**src/sv/ufm_pkg.sv**
```systemverilog
// ============================================================================
// ufm_pkg: shared types for the union-find merge and query block
// Holds the element field width and the command and status groups that pass
// between the controller and the datapath.
// ============================================================================
package ufm_pkg;

	// Width of an element index field on the request channel.
	localparam int unsigned ELEM_W = 8;

	// Request kinds carried in req_type.
	localparam logic REQ_JOIN  = 1'b0;
	localparam logic REQ_QUERY = 1'b1;

	// Commands from the controller to the datapath.
	typedef struct packed {
		logic load;       // capture the accepted request
		logic init_a;     // make element a a root of size one
		logic init_b;     // make element b a root of size one
		logic start_a;    // begin the root walk at element a
		logic start_b;    // begin the root walk at element b
		logic save_ra;    // the current element is the root of a
		logic step;       // read the parent of the parent just read
		logic halve;      // link the current element to its grandparent
		logic size_rd_ra; // read the size of root a
		logic size_rd_rb; // keep the size of root a, read the size of root b
		logic link;       // hang the smaller tree under the larger one
		logic finish;     // load the result register
		logic res_same;
		logic res_merged;
	} ufm_cmd_t;

	// Status from the datapath to the controller.
	typedef struct packed {
		logic is_query;
		logic in_range;
		logic a_eq_b;
		logic a_known;
		logic b_known;
		logic cur_is_root;
		logic roots_eq;
		logic out_free;
	} ufm_status_t;

endpackage

```
**src/sv/ufm_ctrl.sv**
```systemverilog
// ============================================================================
// ufm_ctrl: request sequencer
// Steps each request through element setup, the two root walks with path
// halving, the size compare and link, and the hand-off to the result register.
// ============================================================================
module ufm_ctrl (
	input  logic                 clk,
	input  logic                 arst_n,
	input  logic                 in_valid,
	output logic                 in_ready,
	input  ufm_pkg::ufm_status_t st,
	output ufm_pkg::ufm_cmd_t    cmd
);
	import ufm_pkg::*;

	typedef enum logic [3:0] {
		ST_IDLE,
		ST_CHECK,
		ST_INIT_A,
		ST_INIT_B,
		ST_START,
		ST_FIND_P,
		ST_FIND_GP,
		ST_SIZE_B,
		ST_LINK,
		ST_FINISH
	} state_t;

	state_t state_q, state_d;
	logic   find_b_q, find_b_d;
	logic   res_same_q, res_same_d;
	logic   res_merged_q, res_merged_d;

	always_comb begin
		cmd          = '0;
		in_ready     = 1'b0;
		state_d      = state_q;
		find_b_d     = find_b_q;
		res_same_d   = res_same_q;
		res_merged_d = res_merged_q;
		case (state_q)
			ST_IDLE: begin
				in_ready = 1'b1;
				if (in_valid) begin
					cmd.load = 1'b1;
					state_d  = ST_CHECK;
				end
			end
			ST_CHECK: begin
				res_merged_d = 1'b0;
				res_same_d   = 1'b0;
				find_b_d     = 1'b0;
				if (!st.in_range) begin
					res_same_d = st.a_eq_b;
					state_d    = ST_FINISH;
				end else if (st.is_query) begin
					if (st.a_eq_b) begin
						res_same_d = 1'b1;
						state_d    = ST_FINISH;
					end else if (st.a_known && st.b_known) begin
						state_d = ST_START;
					end else begin
						state_d = ST_FINISH;
					end
				end else if (!st.a_known) begin
					state_d = ST_INIT_A;
				end else if (!st.b_known) begin
					state_d = ST_INIT_B;
				end else begin
					state_d = ST_START;
				end
			end
			ST_INIT_A: begin
				cmd.init_a = 1'b1;
				state_d    = (!st.b_known && !st.a_eq_b) ? ST_INIT_B : ST_START;
			end
			ST_INIT_B: begin
				cmd.init_b = 1'b1;
				state_d    = ST_START;
			end
			ST_START: begin
				cmd.start_a = 1'b1;
				state_d     = ST_FIND_P;
			end
			ST_FIND_P: begin
				if (st.cur_is_root) begin
					if (!find_b_q) begin
						cmd.save_ra = 1'b1;
						cmd.start_b = 1'b1;
						find_b_d    = 1'b1;
					end else if (st.is_query || st.roots_eq) begin
						// A join only lands here when both roots already match.
						res_same_d   = st.roots_eq;
						res_merged_d = 1'b0;
						state_d      = ST_FINISH;
					end else begin
						cmd.size_rd_ra = 1'b1;
						state_d        = ST_SIZE_B;
					end
				end else begin
					cmd.step = 1'b1;
					state_d  = ST_FIND_GP;
				end
			end
			ST_FIND_GP: begin
				cmd.halve = 1'b1;
				state_d   = ST_FIND_P;
			end
			ST_SIZE_B: begin
				cmd.size_rd_rb = 1'b1;
				state_d        = ST_LINK;
			end
			ST_LINK: begin
				cmd.link     = 1'b1;
				res_same_d   = 1'b1;
				res_merged_d = 1'b1;
				state_d      = ST_FINISH;
			end
			ST_FINISH: begin
				if (st.out_free) begin
					cmd.finish = 1'b1;
					state_d    = ST_IDLE;
				end
			end
			default: begin
				state_d = ST_IDLE;
			end
		endcase
		cmd.res_same   = res_same_q;
		cmd.res_merged = res_merged_q;
	end

	always_ff @(posedge clk or negedge arst_n) begin
		if (!arst_n) begin
			state_q      <= ST_IDLE;
			find_b_q     <= 1'b0;
			res_same_q   <= 1'b0;
			res_merged_q <= 1'b0;
		end else begin
			state_q      <= state_d;
			find_b_q     <= find_b_d;
			res_same_q   <= res_same_d;
			res_merged_q <= res_merged_d;
		end
	end
endmodule

```
**config.mk**
```make
export PLATFORM = sky130hd
export DESIGN_NAME = ufm_ctrl
export DESIGN_NICKNAME = d
export VERILOG_FILES = /design/src/sv/ufm_pkg.sv /design/src/sv/ufm_ctrl.sv
export SDC_FILE = /design/constraint.sdc
export NUM_CORES = 1
export LEC_CHECK = 0
export BUFFER_PORTS_ARGS = -buffer_cell sky130_fd_sc_hd__buf_2
export CAP_MARGIN = 25
export CORE_MARGIN = 10
export CORE_UTILIZATION = 40
export CTS_CLUSTER_DIAMETER = 100
export DETAILED_ROUTE_END_ITERATION = 8
export GPL_TIMING_DRIVEN = 0
export PLACE_DENSITY = 0.76
export SYNTH_ARGS = -nofsm -noshare
export SYNTH_HDL_FRONTEND = slang
export SYNTH_SLANG_ARGS = --single-unit
```
**constraint.sdc**
```tcl
create_clock -name clk -period 2.11 [get_ports clk]
set_clock_uncertainty 0.05 [all_clocks]
set_input_delay 0.422 -clock clk [delete_from_list [all_inputs] [get_ports clk]]
set_output_delay 0.422 -clock clk [all_outputs]
set_load 0.05 [all_outputs]
```
==> results of run 1 <==
## final cells by class
class | count | area (µm²)
Sequential cell | 7 | 178
Clock buffer | 3 | 22.5
Multi-Input combinational cell | 70 | 493
Inverter | 3 | 11.3
Buffer | 9 | 61.3
Tap cell | 16 | 20.0
Timing Repair Buffer | 33 | 215
Fill cell | 138 | 500
Clock inverter | 1 | 5.00
## flip-flops by register name, summed over array words and instances, names as in the netlist
signal / count
state_q: 4
find_b_q: 1
res_merged_q: 1
res_same_q: 1
## worst min path at each step
stage            endpoint  startpoint
6_report       state_q[3]       st[0]
5_1_grt        state_q[3]       st[0]
4_1_cts        state_q[3]       st[0]
3_5_place_dp   res_same_q      arst_n
3_3_place_gp   res_same_q      arst_n
2_1_floorplan    find_b_q      arst_n
## what timing repair did
action	4_1_cts	5_1_grt
endpoints found under the setup margin	9	8
pin swaps	2	2
hold endpoints to repair	7	0
resized for setup	15	9
hold buffers	1	0
gates cloned	0	0
buffers inserted	1	6
## cells by family after synthesis
family	count (synthesis)	synth area share [%]
XOR/XNOR	1	1.38
AO/OA/AOI/OAI	19	17.9
flip-flops	7	27.5
AND/OR/NAND/NOR	49	42.0
multiplexers	1	1.57
buffers and inverters	12	9.63
## power by group through the flow
stage	Sequential (mW)	Combinational, mW	Clock [mW]
after floorplan	0.242	0.712	0
after global placement	0.255	0.869	0
after detailed placement	0.258	0.883	0
after CTS	0.259	0.925	0.133
after global routing	0.273	1.11	0.144
final	0.265	1.03	0.129
## through the flow
stage	setup slack (ns)	area [µm²]	power (mW)	util [%]	hold WS [ns]
after floorplan	-0.237	707	0.954	-	0.0764
after detailed placement	0.0865	852	1.14	56.6	0.219
after global routing	-0.0560	1010	1.52	66.8	0.333
after CTS	0.00502	938	1.32	62.3	0.326
after global placement	0.0861	852	1.12	56.6	0.220
final	0.0277	1010	1.43	66.8	0.335
## critical path: cells and delay by family (launching register included)
| kind | cells | cell delay, ns |
|---|---|---|
| buffers and inverters | 2 | 0.26 |
| flip-flops | 1 | 0.39 |
| AND/OR/NAND/NOR | 3 | 0.70 |
## per-layer routing
layer  wire [µm]  vias to the layer above  GRT usage [%]
met5           0                        -              0
met4          46                        0           6.73
met3         223                        5           3.81
met2        1000                       48           18.1
met1         840                      371           14.2
li1            -                      386              -
## cell usage in the layout (no fill, tap or decap), types with 2 or more instances in the layout
cell and n:
nor3_2 4, clkbuf_4 4, a21oi_1 7, inv_1 3, nor2_1 9, o21ai_0 4
nand2b_4 3, dfrtp_1 5, nand2_1 8, buf_2 23, buf_4 12, buf_6 3
or3_1 2, nor4_1 2, nor3_1 6, dfrtp_2 2, nand2b_1 5
==> flow_metrics.tcl, run 1 <==
set metrics [dict create \
    dr.pass1.iters 4 \
    ys_seq_area_share_pct 27.5 \
    cp_cell_sequence "nand2b_4 > or2_4 > nor3b_4 > buf_6 > buf_8" \
    wl_per_cell_um 14.9 \
    p_seq_share_pct 18.6 \
    insertion_delay_ns 0.27 \
    dp_hpwl_mm 1.54 \
    yosysWarnings 0 \
    synthTopCellsByCount "11 x nor3_1, 10 x nor2_1, 8 x nand2_1" \
    clockBufferDepth 2 \
    tns_ns 0 \
    cts_tree "done" \
    drive_above_1_share_pct 48.4 \
    grt_max_degree 11 \
    drc 0 \
    via_per_inst 5.70 \
    syn_area_um2 637 \
    r2r-start "state_q[1]" \
    grt_pass1_vias 733 \
    synth_edf_count 0 \
    worst_ep_arrival_time_ns 1.61 \
    worst_path_max_delay_cell "dfrtp_1" \
    r2r_end "state_q[0]" \
    start_util_pct 42.3 \
    power.density_nw_per_um2 1420 \
    rows 14 \
    grt_antenna_before_repair 0 \
    maxSlewHeadroom_pct 67.7 \
    switching_share_pct 53.1 \
    setup-violations-final 0 \
    synth_seq_cells 7 \
    drtIter0Drc 31 \
    r2r_setup_slack_ns 0.32 \
    cp-startpoint "state_q[1]" \
    clockPowerShare_pct 9.0 \
    rsz0062_at_grt "yes" \
    cp_max_fo 6 \
    syn_nets 100 \
    overflow 0 \
    startpoint_type "register" \
    synth.most_common_cell "nor3_1" \
    hold_viol 0 \
    cts_max_level 1 \
    num_antenna_cells 0 \
    drv_slew 0 \
    synthArstFlopShare_pct 100 \
    cts.sinks 7 \
    syn_to_final_growth_pct 58.0 \
    status "finished, final reports clean" \
    hp-class "in -> reg" \
    die_w_um 59.9 \
    yosysTopAreaCell "dfrtp_1" \
    ant_nets 0 \
    combinationalPowerShare_pct 72.4 \
    critical_path_class "reg -> out" \
    port_buffers 25 \
    io_pins 26 \
    vdd_drop_max_mv 0.898 \
    crit_end "cmd[9]" \
    fmax_mhz 480 \
    place.gp.congestion 0.833 \
    path_clk_slew_ns 0.06 \
    cp_slowest_stage_delay_ns 0.39 \
    p_leak_nw 0.477 \
    tightestPinTransition_ns 0.480 \
    end_kind "output pin" \
    synthTopCellsByArea "dfrtp_1 28%, nor3_1 8.6%, nand2b_1 6.9%" \
    switchingPower_uw 758 \
    synth_cell_type_count 31 \
    whs_path_depth 2 \
    final_cell_count_no_fill 142 \
    drv_cap 0 \
    grt_pass1_wl_mm 3.30 \
    die_h_um 59.9 \
    placed_cells 130 \
    grt.total_usage_pct 11.9 \
    wl_mm 2.11 \
    period_share_pct 98.7 \
    synth_top_area_share_pct 27.5 \
    vias 810 \
    avgSynthCellArea_um2 7.16 \
    min_period_ns 2.08 \
    syn-instance-count 89 \
    power.internal_uw 669 \
    die_area_um2 3590 \
    required_ns 1.64 \
    nets 138 \
    r2r_cells 7 \
    cts_buffers 3 \
    synth_flop_cell "dfrtp_1" \
    core_um2 1510 \
    root_buffer "clkbuf_4" \
]
(Power assumes the default switching activity.)
==> inputs of run 2 (changes only) <==
- SETUP_SLACK_MARGIN: default -> 0.05
==> run 2 against run 1 <==
The run now ends with setup timing left; worst setup slack worse by 0.050 ns; sequential share of layout area down 0.081 points; critical path depth unchanged; combinational power about the same; critical path type unchanged; highest routed layer unchanged.
==> flow_metrics.tcl, run 2 (same netlist as run 1, synthesis figures left out) <==
set metrics [dict create \
    period_share_pct 101 \
    required_ns 1.64 \
    worst_ep_arrival_time_ns 1.66 \
    end_kind "output pin" \
    die_w_um 59.9 \
    clockBufferDepth 2 \
    critical_path_class "reg -> out" \
    drive_above_1_share_pct 46.4 \
    use_met3_pct 2.97 \
    grt_antenna_before_repair 0 \
    syn_to_final_growth_pct 57.6 \
    ant_nets 0 \
    violations "setup timing" \
    stdcell_area_um2 1000 \
    wl_per_cell_um 15.7 \
    min_period_ns 2.13 \
    overflow 0 \
    use_met1_pct 14.2 \
    place.gp.congestion 0.835 \
    setup_slack_ns -0.0224 \
    num_antenna_cells 0 \
    port_buffers 25 \
    fill_cells 125 \
    fmax_mhz 469 \
    rsz0062_at_grt "yes" \
    largest-register "state_q" \
    startpoint_type "register" \
    setup-violations-final 1 \
    cts.sinks 7 \
    hold_slack_ns 0.371 \
    insertion_delay_ns 0.26 \
    maxSlewHeadroom_pct 69.7 \
    grt_max_degree 11 \
    cp_max_fo 6 \
    status "complete, but fails checks" \
    p_leak_nw 0.474 \
    nets 137 \
    grt_pass1_vias 757 \
    top_usage_layer "met2" \
    via_per_inst 5.65 \
    drc 0 \
    cts_tree "done" \
    tightestPinTransition_ns 0.451 \
    grt.total_usage_pct 12.2 \
    layout_common_cells "22 x buf_2, 12 x buf_4, 10 x nor2_1, 8 x nand2_1, 7 x a21oi_1" \
    start_util_pct 42.3 \
    drv_slew 0 \
    r2r_setup_slack_ns 0.26 \
    root_buffer "clkbuf_4" \
    dr.pass1.iters 4 \
    power.density_nw_per_um2 1420 \
    hp-class "in -> reg" \
    cts_buffers 3 \
    drv_cap 0 \
    wl_mm 2.21 \
    largest_reg_flops 4 \
    total_power_mw 1.42 \
    die_h_um 59.9 \
    use_met2_pct 18.8 \
    core_um2 1510 \
    grt_pass1_wl_mm 3.40 \
    vias 796 \
    path_clk_slew_ns 0.05 \
    drtIter0Drc 22 \
    hold_viol 0 \
    final_common_cell "buf_2" \
    die_area_um2 3590 \
    dp_hpwl_mm 1.56 \
    place_area_um2 852 \
    vdd_drop_max_mv 0.689 \
    rows 14 \
    io_pins 26 \
    cts_max_level 1 \
]
-- run 2: per-stage QoR --
| step | setup TNS [ns] | util, % | setup WS [ns] | instances |
|---|---|---|---|---|
| 2_1_floorplan | -0.248 | - | -0.237 | 89 |
| 3_3_place_gp | 0 | 56.6 | 0.0876 | 130 |
| 3_5_place_dp | 0 | 56.6 | 0.0863 | 130 |
| 4_1_cts | 0 | 63.0 | 0.0211 | 137 |
| 5_1_grt | -0.119 | 66.6 | -0.0656 | 141 |
| 6_report | -0.0224 | 66.6 | -0.0224 | 141 |
-- run 2: repair_timing --
action	in CTS	in global routing
resized for setup	16	11
hold buffers	1	0
buffers inserted	2	4
gates cloned	0	0
hold endpoints to repair	7	0
setup endpoints to repair	10	9
pin swaps	2	2
-- run 2: layout make-up --
| type | instances | area (µm²) | area share (%) |
|---|---|---|---|
| Inverter | 3 | 11.3 | 1.12 |
| Sequential cell | 7 | 176 | 17.6 |
| Buffer | 9 | 63.8 | 6.36 |
| Timing Repair Buffer | 32 | 214 | 21.3 |
| Tap cell | 16 | 20.0 | 2.00 |
| Multi-Input combinational cell | 70 | 490 | 48.9 |
| Clock inverter | 1 | 5.00 | 0.499 |
| Clock buffer | 3 | 22.5 | 2.24 |
-- run 2: final timing paths --
kind | to | depth (start not counted) | from
setup / recovery | cmd[9] | 5 | state_q[3]
hold / removal | state_q[3] | 2 | st[0]
setup reg to reg | state_q[1] | 6 | state_q[3]
hold reg to reg | res_merged_q | 2 | res_merged_q
max in group asynchronous | state_q[0] | 2 | arst_n
min in group asynchronous | state_q[1] | 2 | arst_n
-- run 2: worst max-delay path, cell delays in order (launching register included) --
cell and delay [ns]:
dfrtp_1 0.40, nand2b_4 0.18, or2_4 0.26, nor3b_4 0.28
buf_6 0.14, buf_8 0.13
-- run 2: where the power goes --
part	switching, mW	internal (mW)
Clock	0.0595	0.0698
Sequential	0.0654	0.195
Combinational	0.630	0.403
-- run 2: routing by layer --
metal | vias up | share of wire [%]
li1 | 386 | -
met1 | 368 | 41
met4 | 0 | 1.9
met3 | 4 | 8.0
met2 | 38 | 49
met5 | - | 0
==> inputs of run 3 (changes only) <==
- SETUP_SLACK_MARGIN: 0.05 -> 0.5
==> run 3 against run 2 <==
The run still ends with setup timing left; critical path depth grew 2; worst hold slack gained 0.052 ns; global-route usage increased by 2.4 points; critical path type is now reg -> reg; highest routed layer unchanged.
==> flow_metrics.tcl, run 3 (same netlist as run 1, synthesis figures left out) <==
set metrics [dict create \
    hold_slack_ns 0.423 \
    min_period_ns 2.15 \
    cts_tree "done" \
    ant_nets 0 \
    die_h_um 59.9 \
    placed_cells 130 \
    core_um2 1510 \
    port_buffers 25 \
    r2r_cells 7 \
    critical_path_class "reg -> reg" \
    clockBufferDepth 2 \
    drv_cap 0 \
    drv_slew 0 \
    place_area_um2 891 \
    stdcell_area_um2 1340 \
    grt.total_usage_pct 14.5 \
    dr.pass1.iters 4 \
    drtIter0Drc 60 \
    holdPathEnd "state_q[3]" \
    required_ns 2.14 \
    startpoint_type "register" \
    tightestPinTransition_ns 0.640 \
    vdd_drop_max_mv 0.989 \
    period_share_pct 102 \
    grt_max_degree 11 \
    largest_reg_flops 4 \
    cp_cell_sequence "nand2b_4 > buf_4 > or3_1 > buf_4 > a21oi_1 > a2111oi_0 > o32ai_1" \
    root_buffer "clkbuf_4" \
    grt_pass1_vias 894 \
    status "complete, but fails checks" \
    largest-register "state_q" \
    rsz0062_at_grt "yes" \
    fill_cells 57 \
    die_area_um2 3590 \
    vias 1014 \
    setup-violations-final 1 \
    whs_path_depth 2 \
    place.gp.congestion 0.854 \
    cp_common_cell "buf_4" \
    worst_path_dominant_cell_family "compound AO/OA/AOI/OAI gates" \
    grt_pass1_wl_mm 4.04 \
    r2r_end "state_q[3]" \
    num_antenna_cells 0 \
    wl_per_cell_um 22.0 \
    hold_viol 0 \
    grt_antenna_before_repair 0 \
    cts_buffers 3 \
    power.density_nw_per_um2 1480 \
    end_kind "register" \
    io_pins 26 \
    overflow 0 \
    hp-class "in -> reg" \
    maxSlewHeadroom_pct 56.2 \
    start_util_pct 42.3 \
    dp_hpwl_mm 1.56 \
    final_cell_count_no_fill 162 \
    insertion_delay_ns 0.25 \
    layout_common_cells "29 x buf_4, 13 x buf_6, 12 x buf_2, 7 x nand2_1, 7 x nor2_1" \
    syn_to_final_growth_pct 110 \
    worst_path_max_delay_cell "a2111oi_0" \
    cts.sinks 7 \
    die_w_um 59.9 \
    fmax_mhz 466 \
    worst_ep_arrival_time_ns 2.17 \
    setup_slack_ns -0.0352 \
    drc 0 \
    wl_mm 3.56 \
    p_leak_nw 0.601 \
    path_clk_slew_ns 0.06 \
    drive_above_1_share_pct 60.3 \
    violations "setup timing" \
    via_per_inst 6.26 \
    cp_max_fo 6 \
    cts_max_level 1 \
    cp_slowest_stage_delay_ns 0.61 \
    final_common_cell "buf_4" \
    critPathBufInv 2 \
    rows 14 \
    holdCritStartpoint "st[0]" \
    total_power_mw 1.98 \
    r2r_setup_slack_ns -0.04 \
    r2r-start "state_q[1]" \
    nets 158 \
]
run 3: cell count changes in the layout (fill, tap and decap cells not counted), moves of 2 or more:
cell / delta
nor3_4: +3
buf_8: +5
nor2_4: +3
nor3_2: -2
buf_4: +17
nor2_1: -3
buf_2: -10
buf_6: +9
run 3: timing repair:
| item | 4_1_cts | 5_1_grt |
|---|---|---|
| hold endpoints to repair | 7 | 0 |
| hold buffers | 1 | 0 |
| buffers inserted | 18 | 9 |
| setup endpoints to repair | 17 | 19 |
| gates resized for setup | 42 | 17 |
| pin swaps | 6 | 5 |
run 3: worst max-delay path by stage:
stage	startpoint	endpoint	slack [ns]	depth (start not counted)
2_1_floorplan	state_q[2]	cmd[13]	0.0007	3
3_3_place_gp	state_q[0]	cmd[9]	0.15	5
3_5_place_dp	state_q[3]	cmd[9]	0.13	5
4_1_cts	state_q[3]	cmd[9]	0.12	5
5_1_grt	state_q[1]	state_q[3]	-0.11	7
6_report	state_q[1]	state_q[3]	-0.04	7
run 3: per-layer routing:
metal  up-vias  share of wire, %  track usage, %
li1        425                 -               -
met1       473                35            15.0
met2        92                48            26.0
met3        24                12            3.60
met4         0               4.9            7.69
met5         -                 0               0
run 3: layout make-up:
type / count / area, µm² / area share [%]
buffer: 9 / 104 / 7.76
clock buffer: 4 / 26.3 / 1.96
inverter: 3 / 11.3 / 0.842
multi-input combinational: 70 / 553 / 41.3
sequential: 7 / 178 / 13.3
tap: 16 / 20.0 / 1.50
timing repair buffer: 53 / 445 / 33.3
run 3: power breakdown:
part           switching (mW)  internal, mW
clock                  0.0496        0.0722
sequential             0.0857         0.197
combinational           0.859         0.712
run 3: per-stage QoR:
step / utilization (%) / setup slack, ns / TNS, ns
floorplan: - / 0.000711 / 0
global placement: 59.1 / 0.155 / 0
detailed placement: 59.1 / 0.129 / 0
CTS: 80.6 / 0.118 / 0
global route: 88.8 / -0.107 / -0.107
finish: 88.8 / -0.0352 / -0.0352
